**config.mk**
```make
export PLATFORM = sky130hd
export DESIGN_NAME = mdb_master_transaction_engine_flat
export DESIGN_NICKNAME = d
export VERILOG_FILES = /design/src/sv/mdb_pkg.sv /design/src/sv/mdb_if.sv /design/src/sv/mdb_front.sv /design/src/sv/mdb_queue.sv /design/src/sv/mdb_back.sv /design/src/sv/mdb_master_transaction_engine.sv /design/src/flat_wrapper.sv
export SDC_FILE = /design/constraint.sdc
export NUM_CORES = 1
export LEC_CHECK = 0
export BUFFER_PORTS_ARGS = -buffer_cell sky130_fd_sc_hd__buf_2
export CORE_UTILIZATION = 35
export DETAILED_ROUTE_END_ITERATION = 8
export PLACE_DENSITY = 0.5
export SYNTH_ARGS = -nofsm -noshare
export SYNTH_HDL_FRONTEND = slang
export SYNTH_SLANG_ARGS = --single-unit
```
**constraint.sdc**
```tcl
create_clock -name i_clk -period 4.7 [get_ports i_clk]
set_input_delay 0.705 -clock i_clk [delete_from_list [all_inputs] [get_ports i_clk]]
set_output_delay 0.705 -clock i_clk [all_outputs]
set_load 0.05 [all_outputs]
```
**src/sv/mdb_pkg.sv**
```systemverilog
// ----------------------------------------------------------------------------
// mdb_pkg
// Shared types, codes and constants of the multi-drop bus master engine.
// ----------------------------------------------------------------------------
package mdb_pkg;

    localparam int MAX_RESPONSE = 64;
    localparam int LEN_W        = 7;
    localparam int TIMER_W      = 16;
    localparam int QUEUE_DEPTH  = 4;
    localparam int QUEUE_AW     = 2;
    localparam int QUEUE_CW     = 3;

    localparam logic [8:0]         MODE_BIT         = 9'h100;
    localparam logic [8:0]         ACK_WORD         = 9'h000;
    localparam logic [7:0]         ACK_BYTE         = 8'h00;
    localparam logic [TIMER_W-1:0] RESP_TIMEOUT_RST = 16'd300;
    localparam logic [TIMER_W-1:0] POLL_TIMEOUT_RST = 16'd50;

    typedef enum logic [1:0] {
        CFG_RESP_TIMEOUT = 2'd0,
        CFG_POLL_TIMEOUT = 2'd1
    } t_cfg_index;

    typedef enum logic [1:0] {
        REQ_CMD  = 2'd0,
        REQ_RX   = 2'd1,
        REQ_TICK = 2'd2
    } t_req_type;

    typedef enum logic [1:0] {
        KIND_TX     = 2'd0,
        KIND_DATA   = 2'd1,
        KIND_STATUS = 2'd2
    } t_kind;

    typedef enum logic [2:0] {
        ST_ACK     = 3'd0,
        ST_DATA_OK = 3'd1,
        ST_NACK    = 3'd2,
        ST_CHK_ERR = 3'd3,
        ST_TIMEOUT = 3'd4,
        ST_NO_RESP = 3'd5
    } t_status;

    typedef enum logic [2:0] {
        PH_IDLE = 3'b001,
        PH_SEND = 3'b010,
        PH_WAIT = 3'b100
    } t_phase;

    typedef struct packed {
        logic [TIMER_W-1:0] resp_timeout;
        logic [TIMER_W-1:0] poll_timeout;
    } t_cfg;

    typedef struct packed {
        logic [1:0]       kind;
        logic [8:0]       word;
        logic [2:0]       status;
        logic [LEN_W-1:0] rx_count;
    } t_result;

    typedef struct packed {
        logic [1:0]        cnt;
        t_result [2:0]     res;
    } t_bundle;

    function automatic t_result mk_result(t_kind kind, logic [8:0] word, t_status status,
                                          logic [LEN_W-1:0] rx_count);
        t_result r;
        r.kind     = kind;
        r.word     = word;
        r.status   = status;
        r.rx_count = rx_count;
        return r;
    endfunction

endpackage

```
**src/sv/mdb_if.sv**
```systemverilog
// ----------------------------------------------------------------------------
// mdb_if
// Handshake channels of the engine: request, result and register write.
// ----------------------------------------------------------------------------
interface mdb_req_if;
    logic       valid;
    logic       ready;
    logic [1:0] req_type;
    logic [7:0] cmd_byte;
    logic       cmd_last;
    logic [6:0] expected_length;
    logic       variable_length;
    logic [8:0] rx_word;

    modport source (output valid, req_type, cmd_byte, cmd_last, expected_length,
                    variable_length, rx_word, input ready);
    modport sink   (input valid, req_type, cmd_byte, cmd_last, expected_length,
                    variable_length, rx_word, output ready);
endinterface

interface mdb_res_if;
    logic       valid;
    logic       ready;
    logic [1:0] kind;
    logic [8:0] word;
    logic [2:0] status;
    logic [6:0] rx_count;
    logic       last;

    modport source (output valid, kind, word, status, rx_count, last, input ready);
    modport sink   (input valid, kind, word, status, rx_count, last, output ready);
endinterface

interface mdb_cfg_if;
    logic        valid;
    logic        ready;
    logic [1:0]  index;
    logic [15:0] data;

    modport source (output valid, index, data, input ready);
    modport sink   (input valid, index, data, output ready);
endinterface

```
**src/sv/mdb_front.sv**
```systemverilog
// ----------------------------------------------------------------------------
// mdb_front
// Accepts request words, tracks the transaction and builds result bundles.
// ----------------------------------------------------------------------------
module mdb_front (
    input  logic             i_clk,
    input  logic             i_rst_n,
    mdb_req_if.sink          i_req,
    input  mdb_pkg::t_cfg    i_cfg,
    input  logic             i_full,
    output logic             o_push,
    output mdb_pkg::t_bundle o_bundle
);
    import mdb_pkg::*;

    t_phase             r_phase,  n_phase;
    logic [7:0]         r_tx_sum, n_tx_sum;
    logic [7:0]         r_sbl,    n_sbl;
    logic [7:0]         r_lrb,    n_lrb;
    logic [LEN_W-1:0]   r_words,  n_words;
    logic [LEN_W-1:0]   r_len,    n_len;
    logic               r_open,   n_open;
    logic [TIMER_W-1:0] r_timer,  n_timer;

    logic               acc;
    t_bundle            bundle;

    assign i_req.ready = !i_full;
    assign acc         = i_req.valid && i_req.ready;
    assign o_bundle    = bundle;
    assign o_push      = acc && (bundle.cnt != 2'd0);

    always_comb begin
        logic             first;
        logic             open_now;
        logic [7:0]       sum;
        logic [LEN_W-1:0] len;
        logic [LEN_W-1:0] wr_inc;
        logic             do_judge;
        logic [LEN_W-1:0] j_words;
        logic [7:0]       j_lrb;
        logic [7:0]       j_sbl;
        logic [1:0]       v_n;

        n_phase  = r_phase;
        n_tx_sum = r_tx_sum;
        n_sbl    = r_sbl;
        n_lrb    = r_lrb;
        n_words  = r_words;
        n_len    = r_len;
        n_open   = r_open;
        n_timer  = r_timer;
        bundle   = '0;
        v_n      = 2'd0;
        do_judge = 1'b0;
        j_words  = r_words;
        j_lrb    = r_lrb;
        j_sbl    = r_sbl;
        first    = (r_phase != PH_SEND);
        open_now = r_open;
        sum      = '0;
        len      = i_req.expected_length;
        wr_inc   = r_words + LEN_W'(1);

        case (i_req.req_type)
            REQ_CMD: begin
                if (r_phase != PH_WAIT) begin
                    if (first) begin
                        if (len == '0) begin
                            len = LEN_W'(1);
                        end else if (len > LEN_W'(MAX_RESPONSE)) begin
                            len = LEN_W'(MAX_RESPONSE);
                        end
                        n_len    = len;
                        n_open   = i_req.variable_length;
                        open_now = i_req.variable_length;
                    end
                    sum      = (first ? 8'h00 : r_tx_sum) + i_req.cmd_byte;
                    n_tx_sum = sum;
                    n_phase  = PH_SEND;
                    bundle.res[v_n] = mk_result(KIND_TX, {first, i_req.cmd_byte},
                                                ST_ACK, '0);
                    v_n = v_n + 2'd1;
                    if (i_req.cmd_last) begin
                        bundle.res[v_n] = mk_result(KIND_TX, {1'b0, sum}, ST_ACK, '0);
                        v_n     = v_n + 2'd1;
                        n_words = '0;
                        n_sbl   = '0;
                        n_lrb   = '0;
                        n_timer = open_now ? i_cfg.poll_timeout : i_cfg.resp_timeout;
                        n_phase = PH_WAIT;
                    end
                end
            end
            REQ_RX: begin
                if (r_phase == PH_WAIT) begin
                    j_sbl   = (r_words != '0) ? (r_sbl + r_lrb) : r_sbl;
                    j_lrb   = i_req.rx_word[7:0];
                    j_words = wr_inc;
                    n_sbl   = j_sbl;
                    n_lrb   = j_lrb;
                    n_words = wr_inc;
                    bundle.res[v_n] = mk_result(KIND_DATA, {1'b0, j_lrb}, ST_ACK, wr_inc);
                    v_n = v_n + 2'd1;
                    do_judge = (wr_inc >= r_len);
                end
            end
            REQ_TICK: begin
                if (r_phase == PH_WAIT) begin
                    if (r_timer > TIMER_W'(1)) begin
                        n_timer = r_timer - TIMER_W'(1);
                    end else begin
                        n_timer = '0;
                        if (!r_open) begin
                            bundle.res[v_n] = mk_result(KIND_STATUS, '0, ST_TIMEOUT, r_words);
                            v_n     = v_n + 2'd1;
                            n_phase = PH_IDLE;
                        end else if (r_words == '0) begin
                            bundle.res[v_n] = mk_result(KIND_STATUS, '0, ST_NO_RESP, '0);
                            v_n     = v_n + 2'd1;
                            n_phase = PH_IDLE;
                        end else begin
                            do_judge = 1'b1;
                        end
                    end
                end
            end
            default: begin
            end
        endcase

        if (do_judge) begin
            if (j_words == LEN_W'(1)) begin
                bundle.res[v_n] = mk_result(KIND_STATUS, '0,
                                            (j_lrb == ACK_BYTE) ? ST_ACK : ST_NACK, j_words);
            end else if (j_sbl == j_lrb) begin
                bundle.res[v_n] = mk_result(KIND_TX, ACK_WORD, ST_ACK, '0);
                v_n = v_n + 2'd1;
                bundle.res[v_n] = mk_result(KIND_STATUS, '0, ST_DATA_OK, j_words);
            end else begin
                bundle.res[v_n] = mk_result(KIND_STATUS, '0, ST_CHK_ERR, j_words);
            end
            v_n     = v_n + 2'd1;
            n_phase = PH_IDLE;
            n_timer = '0;
        end

        bundle.cnt = v_n;
    end

    always_ff @(posedge i_clk) begin
        if (!i_rst_n) begin
            r_phase  <= PH_IDLE;
            r_tx_sum <= '0;
            r_sbl    <= '0;
            r_lrb    <= '0;
            r_words  <= '0;
            r_len    <= LEN_W'(1);
            r_open   <= 1'b0;
            r_timer  <= '0;
        end else if (acc) begin
            r_phase  <= n_phase;
            r_tx_sum <= n_tx_sum;
            r_sbl    <= n_sbl;
            r_lrb    <= n_lrb;
            r_words  <= n_words;
            r_len    <= n_len;
            r_open   <= n_open;
            r_timer  <= n_timer;
        end
    end

    a_wait_below_len: assert property (@(posedge i_clk) disable iff (!i_rst_n)
        (r_phase == PH_WAIT) |-> (r_words < r_len))
        else $error("response count reached length while still waiting");

    a_last_cmd_waits: assert property (@(posedge i_clk) disable iff (!i_rst_n)
        (acc && i_req.req_type == REQ_CMD && i_req.cmd_last && r_phase != PH_WAIT)
        |=> (r_phase == PH_WAIT))
        else $error("last command byte did not start the response wait");

    a_len_range: assert property (@(posedge i_clk) disable iff (!i_rst_n)
        (r_len != '0) && (r_len <= LEN_W'(MAX_RESPONSE)))
        else $error("response length out of range");

    a_idle_timer_clear: assert property (@(posedge i_clk) disable iff (!i_rst_n)
        (r_phase == PH_IDLE) |-> (r_timer == '0))
        else $error("wait timer left running outside a transaction");

endmodule

```
**src/sv/mdb_queue.sv**
```systemverilog
// ----------------------------------------------------------------------------
// mdb_queue
// Short FIFO of result bundles between the front and back halves.
// ----------------------------------------------------------------------------
module mdb_queue (
    input  logic             i_clk,
    input  logic             i_rst_n,
    input  logic             i_push,
    input  mdb_pkg::t_bundle i_bundle,
    input  logic             i_pop,
    output mdb_pkg::t_bundle o_head,
    output logic             o_empty,
    output logic             o_full
);
    import mdb_pkg::*;

    t_bundle               r_mem [QUEUE_DEPTH];
    logic [QUEUE_AW-1:0]   r_wr_ptr;
    logic [QUEUE_AW-1:0]   r_rd_ptr;
    logic [QUEUE_CW-1:0]   r_count;
    logic                  do_push;
    logic                  do_pop;

    assign o_empty = (r_count == '0);
    assign o_full  = (r_count == QUEUE_CW'(QUEUE_DEPTH));
    assign o_head  = r_mem[r_rd_ptr];
    assign do_push = i_push && !o_full;
    assign do_pop  = i_pop && !o_empty;

    always_ff @(posedge i_clk) begin
        if (do_push) begin
            r_mem[r_wr_ptr] <= i_bundle;
        end
    end

    always_ff @(posedge i_clk) begin
        if (!i_rst_n) begin
            r_wr_ptr <= '0;
            r_rd_ptr <= '0;
            r_count  <= '0;
        end else begin
            if (do_push) begin
                r_wr_ptr <= r_wr_ptr + QUEUE_AW'(1);
            end
            if (do_pop) begin
                r_rd_ptr <= r_rd_ptr + QUEUE_AW'(1);
            end
            case ({do_push, do_pop})
                2'b10:   r_count <= r_count + QUEUE_CW'(1);
                2'b01:   r_count <= r_count - QUEUE_CW'(1);
                default: r_count <= r_count;
            endcase
        end
    end

    a_count_bound: assert property (@(posedge i_clk) disable iff (!i_rst_n)
        r_count <= QUEUE_CW'(QUEUE_DEPTH))
        else $error("queue count overflow");

    a_no_lost_push: assert property (@(posedge i_clk) disable iff (!i_rst_n)
        i_push |-> !o_full)
        else $error("bundle pushed into a full queue");

    a_ptr_gap: assert property (@(posedge i_clk) disable iff (!i_rst_n)
        (r_wr_ptr - r_rd_ptr) == r_count[QUEUE_AW-1:0])
        else $error("queue pointers disagree with count");

endmodule

```
**src/sv/mdb_back.sv**
```systemverilog
// ----------------------------------------------------------------------------
// mdb_back
// Drains result bundles one word at a time and marks the last of each.
// ----------------------------------------------------------------------------
module mdb_back (
    input  logic             i_clk,
    input  logic             i_rst_n,
    input  mdb_pkg::t_bundle i_head,
    input  logic             i_empty,
    output logic             o_pop,
    mdb_res_if.source        o_res
);
    import mdb_pkg::*;

    logic [1:0] r_idx;
    t_result    cur;
    logic       is_last;
    logic       fire;

    assign cur            = i_head.res[r_idx];
    assign is_last        = (r_idx == (i_head.cnt - 2'd1));
    assign o_res.valid    = !i_empty;
    assign o_res.kind     = cur.kind;
    assign o_res.word     = cur.word;
    assign o_res.status   = cur.status;
    assign o_res.rx_count = cur.rx_count;
    assign o_res.last     = is_last;
    assign fire           = o_res.valid && o_res.ready;
    assign o_pop          = fire && is_last;

    always_ff @(posedge i_clk) begin
        if (!i_rst_n) begin
            r_idx <= '0;
        end else if (o_pop) begin
            r_idx <= '0;
        end else if (fire) begin
            r_idx <= r_idx + 2'd1;
        end
    end

    a_idx_in_bundle: assert property (@(posedge i_clk) disable iff (!i_rst_n)
        !i_empty |-> (r_idx < i_head.cnt))
        else $error("word index past end of bundle");

    a_idx_rewind: assert property (@(posedge i_clk) disable iff (!i_rst_n)
        o_pop |=> (r_idx == '0))
        else $error("word index not rewound after last word");

    a_idle_idx: assert property (@(posedge i_clk) disable iff (!i_rst_n)
        i_empty |-> (r_idx == '0))
        else $error("word index moved with no bundle queued");

endmodule

```
**src/sv/mdb_master_transaction_engine.sv**
```systemverilog
// ----------------------------------------------------------------------------
// mdb_master_transaction_engine
// Master side of a 9-bit multi-drop bus transaction: command send, checksum,
// response wait with millisecond timeouts, response check and status.
// ----------------------------------------------------------------------------
// Results: the words of an accepted item are queued and offered from the queue head.
// Throughput: 1 request word per cycle while the 4-entry result queue has room;
//   the output drains 1 result word per cycle while the receiver is ready, and
//   an item with k results is offered as k words, the last one marked.
// Reset: synchronous, active low; clears the transaction and the queue and
//   loads the timeout registers with 300 and 50 ms.
module mdb_master_transaction_engine (
    input  logic      i_clk,
    input  logic      i_rst_n,
    mdb_req_if.sink   i_req,
    mdb_cfg_if.sink   i_cfg,
    mdb_res_if.source o_res
);
    import mdb_pkg::*;

    t_cfg    r_cfg;
    logic    full;
    logic    empty;
    logic    push;
    logic    pop;
    t_bundle front_bundle;
    t_bundle head;

    assign i_cfg.ready = 1'b1;

    always_ff @(posedge i_clk) begin
        if (!i_rst_n) begin
            r_cfg.resp_timeout <= RESP_TIMEOUT_RST;
            r_cfg.poll_timeout <= POLL_TIMEOUT_RST;
        end else if (i_cfg.valid && i_cfg.ready) begin
            case (i_cfg.index)
                CFG_RESP_TIMEOUT: r_cfg.resp_timeout <= i_cfg.data;
                CFG_POLL_TIMEOUT: r_cfg.poll_timeout <= i_cfg.data;
                default: begin
                end
            endcase
        end
    end

    mdb_front u_front (
        .i_clk    (i_clk),
        .i_rst_n  (i_rst_n),
        .i_req    (i_req),
        .i_cfg    (r_cfg),
        .i_full   (full),
        .o_push   (push),
        .o_bundle (front_bundle)
    );

    mdb_queue u_queue (
        .i_clk    (i_clk),
        .i_rst_n  (i_rst_n),
        .i_push   (push),
        .i_bundle (front_bundle),
        .i_pop    (pop),
        .o_head   (head),
        .o_empty  (empty),
        .o_full   (full)
    );

    mdb_back u_back (
        .i_clk   (i_clk),
        .i_rst_n (i_rst_n),
        .i_head  (head),
        .i_empty (empty),
        .o_pop   (pop),
        .o_res   (o_res)
    );

endmodule

```
**src/flat_wrapper.sv**
```systemverilog
// flat-port wrapper written by rule: the top's interface ports become plain ports
module mdb_master_transaction_engine_flat import mdb_pkg::*;
  (i_clk, i_rst_n, i_req_valid, i_req_req_type, i_req_cmd_byte, i_req_cmd_last, i_req_expected_length, i_req_variable_length, i_req_rx_word, i_req_ready, i_cfg_valid, i_cfg_index, i_cfg_data, i_cfg_ready, o_res_valid, o_res_kind, o_res_word, o_res_status, o_res_rx_count, o_res_last, o_res_ready);
  mdb_req_if i_req_i ();
  mdb_cfg_if i_cfg_i ();
  mdb_res_if o_res_i ();
  input  logic i_clk;
  input  logic i_rst_n;
  input wire logic [$bits(i_req_i.valid)-1:0] i_req_valid;
  input wire logic [$bits(i_req_i.req_type)-1:0] i_req_req_type;
  input wire logic [$bits(i_req_i.cmd_byte)-1:0] i_req_cmd_byte;
  input wire logic [$bits(i_req_i.cmd_last)-1:0] i_req_cmd_last;
  input wire logic [$bits(i_req_i.expected_length)-1:0] i_req_expected_length;
  input wire logic [$bits(i_req_i.variable_length)-1:0] i_req_variable_length;
  input wire logic [$bits(i_req_i.rx_word)-1:0] i_req_rx_word;
  output wire logic [$bits(i_req_i.ready)-1:0] i_req_ready;
  input wire logic [$bits(i_cfg_i.valid)-1:0] i_cfg_valid;
  input wire logic [$bits(i_cfg_i.index)-1:0] i_cfg_index;
  input wire logic [$bits(i_cfg_i.data)-1:0] i_cfg_data;
  output wire logic [$bits(i_cfg_i.ready)-1:0] i_cfg_ready;
  output wire logic [$bits(o_res_i.valid)-1:0] o_res_valid;
  output wire logic [$bits(o_res_i.kind)-1:0] o_res_kind;
  output wire logic [$bits(o_res_i.word)-1:0] o_res_word;
  output wire logic [$bits(o_res_i.status)-1:0] o_res_status;
  output wire logic [$bits(o_res_i.rx_count)-1:0] o_res_rx_count;
  output wire logic [$bits(o_res_i.last)-1:0] o_res_last;
  input wire logic [$bits(o_res_i.ready)-1:0] o_res_ready;
  assign i_req_i.valid = i_req_valid;
  assign i_req_i.req_type = i_req_req_type;
  assign i_req_i.cmd_byte = i_req_cmd_byte;
  assign i_req_i.cmd_last = i_req_cmd_last;
  assign i_req_i.expected_length = i_req_expected_length;
  assign i_req_i.variable_length = i_req_variable_length;
  assign i_req_i.rx_word = i_req_rx_word;
  assign i_req_ready = i_req_i.ready;
  assign i_cfg_i.valid = i_cfg_valid;
  assign i_cfg_i.index = i_cfg_index;
  assign i_cfg_i.data = i_cfg_data;
  assign i_cfg_ready = i_cfg_i.ready;
  assign o_res_valid = o_res_i.valid;
  assign o_res_kind = o_res_i.kind;
  assign o_res_word = o_res_i.word;
  assign o_res_status = o_res_i.status;
  assign o_res_rx_count = o_res_i.rx_count;
  assign o_res_last = o_res_i.last;
  assign o_res_i.ready = o_res_ready;
  mdb_master_transaction_engine u_core (.i_clk(i_clk), .i_rst_n(i_rst_n), .i_req(i_req_i), .i_cfg(i_cfg_i), .o_res(o_res_i));
endmodule
```
# --- Word level (Yosys, flattened, before mapping) ---
# Memories as Yosys holds them, arrays and structs flattened. A register that Yosys moved wholly into a read port is not among the register bits.
# Cells that the tools add are included.
word_totals:
  out_inout_bits: 25
  ff_bits: 99
  memories: 1
  in_bits: 51
  wordCells: 166
  mem_bits_rw: 260
mem_list:
  columns: ["name", "words", "width", "rd", "rd_ports_with_merged_regs", "write_ports", "line_no", "rtl"]
  rows:
  - ["u_core.u_queue.r_mem", 4, 65, 1, 1, 1, "mdb_queue.sv:17", "t_bundle r_mem [QUEUE_DEPTH];"]
classes:
  mux: 80
  add_sub_neg: 12
  eq_ne: 19
  bitwise: 3
  reduce_logical: 29
  order_cmp: 8
ops:
  columns: ["operator", "n"]
  rows:
  - ["$bwmux W63", 3]
  - ["$mux W63", 3]
  - ["$mux W21", 8]
  - ["$mux W16", 6]
  - ["$demux W21 S2", 2]
  - ["$mux W8", 8]
  - ["$and A42 B63 Y63", 1]
  - ["$not A63 Y63", 1]
  - ["$pmux W21 S3", 1]
  - ["$bmux W21 S2", 1]
  - ["$mux W7", 6]
  - ["$mux W39", 1]
  - ["$pmux W16 S2", 1]
  - ["$pmux W8 S2", 2]
  - ["$mux W3", 7]
  - ["$mux W20", 1]
  - ["$mux W18", 1]
  - ["$mux W2", 9]
  - ["$add A8 B8 Y8", 2]
  - ["$gt A16 B1 Y1 const B", 1]
  - ["$sub A16 B1 Y16 const B", 1]
  - ["$mux W1", 15]
  - ["$ne A3 B3 Y1 const B", 5]
  - ["$logic_not A7 Y1", 2]
  - ["other kinds (37)", 63]

# --- Longest topological paths before layout ---
depth:
  ltp_word: 17
  mapped_depth: 20
  mapped_depth_nobuf: 18

# --- Cells and area by module ---
# A second synthesis with hierarchy kept.
unflattened:
  hier_cells: 1324
  hier_area_um2: 17204.0
by_module_without_submodules:
  columns: ["module", "seq_area_each_um2", "instances", "area_per_inst_um2", "cells_per_inst"]
  rows:
  - ["mdb_queue", 7987.7, 1, 9913.3, 393]
  - ["mdb_front", 1161.1, 1, 5431.5, 713]
  - ["mdb_master_transaction_engine", 640.6, 1, 1293.7, 131]
  - ["mdb_back", 40.0, 1, 565.5, 87]

# --- Least setup slack after synthesis ---
# OpenSTA, ideal clock, no wires.
synth_timing:
  path_kind: "input to register"
  startpoint: "input port i_req_req_type[1]"
  endpoint: "register u_core.u_queue.r_count[2]"
  path_stages: 19
  setup_ns: 0.070
  arrival_time_ns: 4.548
  setup_slack_ns: 0.082
  required_time_ns: 4.630
  n_path_buf: 3
  path_cell_list: "inv_1 > ha_1 > buf_4 > nand4bb_2 > buf_2 > a221o_1 > a2111oi_2 > o211ai_1 > or4b_1 > buf_2 > nor4b_2 > nor2_1 > inv_1 > ha_1 > inv_1 > fa_1 > xor2_1 > or3_1 > a21oi_1"
synth_via:
  elab_chain_len: 13
  word_cells_on_any_way: 23
  classes_between: "2 x add/sub; 6 x eq/ne; 10 x mux; 5 x reduce/logical"
synth_lines:
  columns: ["item", "line_no", "rtl"]
  rows:
  - ["start: declaration", "flat_wrapper.sv:10", "input wire logic [$bits(i_req_i.req_type)-1:0] i_req_req_type;"]
  - ["$eq A2 B2 Y1, or another cell as far along", "mdb_front.sv:65", "case (i_req.req_type)"]
  - ["$pmux W2 S3 or $mux W8 (tied branches)", "mdb_front.sv:65", null]
  - ["$add A2 B1 Y2 or $eq A8 B8 Y1 (tied branches)", "mdb_front.sv:138, mdb_front.sv:136", null]
  - ["$mux W2", "mdb_front.sv:136", "end else if (j_sbl == j_lrb) begin"]
  - ["$mux W2", "mdb_front.sv:133", "if (j_words == LEN_W'(1)) begin"]
  - ["$mux W2", "mdb_front.sv:132", "if (do_judge) begin"]
  - ["$add A2 B1 Y2", "mdb_front.sv:143", "v_n = v_n + 2'd1;"]
  - ["$mux W2 (*)", "mdb_front.sv:132", null]
  - ["$reduce_bool A2 Y1 (*)", "mdb_front.sv:31", "assign o_push = acc && (bundle.cnt != 2'd0);"]
  - ["$logic_and A1 B1 Y1 (*)", "mdb_front.sv:31", null]
  - ["$logic_and A1 B1 Y1 (*)", "mdb_queue.sv:27", "assign do_push = i_push && !o_full;"]
  - ["$eq A2 B1 Y1 or $eq A2 B2 Y1 (tied branches)", "mdb_queue.sv:48", "case ({do_push, do_pop})"]
  - ["$pmux W3 S2 or $reduce_bool A2 Y1 (tied branches)", null, null]
  - ["end signal: assignment", "mdb_queue.sv:49", "2'b10: r_count <= r_count + QUEUE_CW'(1);"]
  - ["end signal: assignment", "mdb_queue.sv:50", "2'b01: r_count <= r_count - QUEUE_CW'(1);"]
  - ["end signal: assignment", "mdb_queue.sv:51", "default: r_count <= r_count;"]
  - ["end: declaration", "mdb_queue.sv:20", "logic [QUEUE_CW-1:0] r_count;"]
# Mark *: on every way between the ends. The rest lies on a longest branch, timed or not. The select of a mux whose other input is x is not followed.
# A chain may end at the register's enable or synchronous reset.

# --- Worst setup path after layout ---
layout_timing:
  startpoint: "register u_core.u_front.r_sbl[0]"
  endpoint: "register u_core.u_queue.r_count[2]"
layout_via:
  elab_chain_len: 15
  word_cells_on_any_way: 17
  classes_between: "2 x add/sub; 3 x eq/ne; 8 x mux; 4 x reduce/logical"
layout_lines:
  columns: ["item", "line_no", "rtl"]
  rows:
  - ["start: declaration", "mdb_front.sv:18", "logic [7:0] r_sbl, n_sbl;"]
  - ["start signal: assignment", "mdb_front.sv:164", "r_sbl <= n_sbl;"]
  - ["$add A8 B8 Y8", "mdb_front.sv:97", "j_sbl = (r_words != '0) ? (r_sbl + r_lrb) : r_sbl;"]
  - ["$mux W8", "mdb_front.sv:97", null]
  - ["$mux W8", "mdb_front.sv:96", "if (r_phase == PH_WAIT) begin"]
  - ["$mux W8 (*)", "mdb_front.sv:65", null]
  - ["$eq A8 B8 Y1 (*)", "mdb_front.sv:136", null]
  - ["$mux W2 (*)", "mdb_front.sv:136", null]
  - ["$mux W2 (*)", "mdb_front.sv:133", null]
  - ["$mux W2 (*)", "mdb_front.sv:132", null]
  - ["$add A2 B1 Y2 (*)", "mdb_front.sv:143", null]
  - ["$mux W2 (*)", "mdb_front.sv:132", null]
  - ["$reduce_bool A2 Y1 (*)", "mdb_front.sv:31", null]
  - ["$logic_and A1 B1 Y1 (*)", "mdb_front.sv:31", null]
  - ["$logic_and A1 B1 Y1 (*)", "mdb_queue.sv:27", null]
  - ["$eq A2 B1 Y1 or $eq A2 B2 Y1 (tied branches)", "mdb_queue.sv:48", null]
  - ["$pmux W3 S2 or $reduce_bool A2 Y1 (tied branches)", null, null]
# Marked as above.

==> summary.md <==
| Metric | Value |
|---|---|
| Tcrit/Tclk final | `between 90 and 100%` |
| Met1 Usage GRT | `23.4%` |
| Vias in the first global route | `9912` |
| ANT cells | `0` |
| Leakage | `6.26 nW` |
| Worst vdd ir | `0.190 mV` |
| Clk_skew | `20.9 ps` |
| GR Layer Usage met2 | `28.7%` |
| CP Data Required Time | `5140 ps` |
| Synth area leaders | `edfxtp_1 42%, dfxtp_1 14%, mux4_2 7.8%` |
| Reg clk slew, reported paths | `60 ps` |
| Wire length of the first global-routing pass | `56.7 mm` |
| Vias/cell | `5.28` |
| Setup WS post-layout | `222 ps` |
| Grt total ovfl | `0` |
| Stages on worst setup path | `18` |
| # H-tree levels | `2` |
| FF+latch count, synth | `approximately 310` |
| Final setup viols | `0` |
| PD cells | `345 nW/um^2` |
| GRT Util Overall | `17.5%` |
| Core Region | `41100 um^2` |
| CTS tree | `done` |
| Clk buf depth | `3` |
| Synthesis-to-finish area growth | `16.9%` |
| M3 GR Usage | `3.12%` |
| Area leader, netlist | `edfxtp_1` |
| Worst hold-check path type | `in2reg` |
| FFs w/ async S/R, synth | `0%` |
| Max Clock Freq | `~220 MHz` |
| Share of the synthesized area in the top cell type | `41.8%` |
| CP Cell Sequence | `ha_2, fa_2, a211oi_2, or4b_2, nand4_1, xnor2_1, nor2_1, or4b_1, nor4b_4, buf_4, nor2_1, inv_1, ha_1, inv_1, fa_1, xor2_1, or3_1, a21oi_1` |
| Final nets | `1448` |
| Post-synth EDFFs | `204` |
| Pre-CTS WS | `-249 ps` |
| Path depth of the worst reg2reg path | `18` |
| Net Count, Synth | `approximately 1300` |
| Total Power | `around 5.9 mW` |
| DRC | `0` |
| Row count | `74` |
| Initial core utilization | `35.7%` |
| Syn avg cell area | `11.7 um^2` |
| Post-synthesis cell area | `14700 um^2` |
| Max-slew headroom | `29.0%` |
| Clk_lat worst skew | `540 ps` |
| Yosys warns | `0` |
| Unrepaired setup endpoints after global routing | `false` |
| Max FO, Critical Path | `5` |
| Input/output buffers | `73` |
| Critical path buffers and inverters | `3` |
| Post-synthesis sequential area ratio | `55.5%` |
| Post-synth cell types | `slightly above 80` |
| Die X | `207 um` |
| Fraction of layout cells with a size suffix above 1 | `20.6%` |
| Clock root cell | `clkbuf_16` |
| Post-Synthesis Cells | `1250` |
| Drt pass-1 iters | `6` |
| Critical path class | `reg2reg` |
| Placer Congestion | `0.841` |
| Largest net degree at the start of global routing | `55` |
| Die ar. | `42700 um^2` |
| Initial antenna violation count | `0` |
| Crit path time final | `4480 ps` |
| Crit-path slowest cell | `or4b_2` |
| Drt total wl | `between 30 and 40 mm` |
| CTS Buf Count | `36` |
| DRT antenna net count | `0` |
| CP delay by family, top | `simple AND/OR/NAND/NOR gates` |
| Hold path depth | `3` |
| Final Hold Fails | `0` |
| Dpl hpwl | `25.2 mm` |
| Final core occ | `41.7%` |
| Die H | `207 um` |
| Global route hottest layer | `met2` |
| Status | `complete, no violations` |
| Synth Flop Type | `edfxtp_1` |
| Crit path capture type | `flop` |
| Worst path max stage delay | `640 ps` |
| CP startpoint kind | `flop` |
| Max Cap Viol | `0` |
| Hold Slack | `387 ps` |
| Slew Limit Fails | `0` |
| Boundary pin count | `76` |
| # clock sinks | `305` |
| CP arrival | `~4900 ps` |
| Routed vias | `10100` |
| DR WL/cell | `19.1 um` |
| Starting DRT DRC Count | `~640` |
| Hold Buf Count CTS | `0` |
| Worst-Margin Slew | `roughly 1100 ps` |
==> cells in the mapped netlist (11+ instances only) <==
cell type	count
and2_1	19
xnor2_1	27
edfxtp_1	204
nor2_1	130
inv_1	43
o22ai_1	21
ha_1	39
nor3_1	46
nand2_1	120
o21ai_0	26
nand3_1	23
mux4_2	51
nor4_1	14
a22oi_1	25
a21oi_1	84
dfxtp_1	101
clkbuf_1	45
buf_2	11
xor2_1	12
mux2i_1	40
==> state kept, by name, summed over array words and instances, names as in the netlist, 7 cells and up, named ones only <==
name and flops:
u_core.u_queue.r_mem 204, u_core.r_cfg 32, u_core.u_front.r_timer 16, u_core.u_front.r_lrb 8, u_core.u_front.r_tx_sum 8, u_core.u_front.r_sbl 8
u_core.u_front.r_words 7, u_core.u_front.r_len 7
==> final cells by class <==
type,count,area (um^2)
well taps,532,666
multi-input cells,832,6140
clock buffers,46,970
fillers,3955,24000
clock inverters,16,126
flip-flops and latches,305,8160
inverters,45,169
repair buffers,135,918
==> repair_timing <==
item / 4_1_cts / 5_1_grt
setup buffers: 0 / 2
resized for setup: 0 / 15
endpoints found under the setup margin: 0 / 2
==> path summary, 6_finish.rpt <==
path / startpoint / to / slack [ps]
max: u_core.u_front.r_sbl[0] / u_core.u_queue.r_count[2] / 220
min: i_cfg_data[4] / u_core.r_cfg[4] / 390
max reg2reg: u_core.u_front.r_sbl[0] / u_core.u_queue.r_count[2] / 220
min reg2reg: u_core.u_front.r_tx_sum[1] / u_core.u_front.r_tx_sum[1] / 450
==> report_power, final <==
| group | total (mW) | internal, mW | switching (mW) |
|---|---|---|---|
| clock | 2.63 | 1.56 | 1.06 |
| combinational | 0.397 | 0.144 | 0.253 |
| sequential | 2.89 | 2.87 | 0.0209 |
==> stage by stage <==
stage,setup TNS (ps),area (um^2),instances
final,0,17100,1911
after floorplan,0,14700,1250
after CTS,0,17100,1909
after global placement,-219,16000,1847
after global routing,0,17100,1911
after detailed placement,-302,16000,1847
==> worst min-delay path: stages <==
cell	delay [ps]
buf_2	80
nand2_1	40
nand3_1	60
==> cell families (layout without fill, tap and decap cells) <==
group                    count (synthesis)  count (layout)  synth area share [%]
AO/OA/AOI/OAI                          233             233                  10.4
multiplexers                            93              93                  10.7
XOR/XNOR                                41              41                  2.60
AND/OR/NAND/NOR                        422             422                  13.9
buffers and inverters                  113             242                  3.11
adder cells (fa/ha/maj)                 42              42                  3.74
flip-flops                             305             305                  55.5
other                                    1               1                0.0256
==> routing by layer <==
layer / vias to the layer above / share of wire [%]
met5: - / 0
met4: 0 / 2.3
met3: 51 / 4.2
met2: 189 / 47
met1: 4966 / 46
li1: 4881 / -
==> cells in the final DEF, fill, tap and decap left out, types with 10 or more instances in the layout <==
cell type / instances
ha_1: 38
buf_4: 55
o22ai_1: 21
xnor2_1: 27
nor3_1: 46
o21ai_0: 26
mux2i_1: 39
mux4_2: 51
nand2b_1: 10
xor2_1: 12
nor3b_1: 10
a21oi_1: 83
nor2_1: 129
buf_2: 73
dfxtp_1: 95
or3_1: 10
clkbuf_16: 37
nor4_1: 12
inv_1: 43
nand3_1: 23
edfxtp_1: 204
a22oi_1: 25
and2_1: 15
clkinv_1: 10
nand2_1: 120
Note: power is estimated with default switching activity, not from simulation.
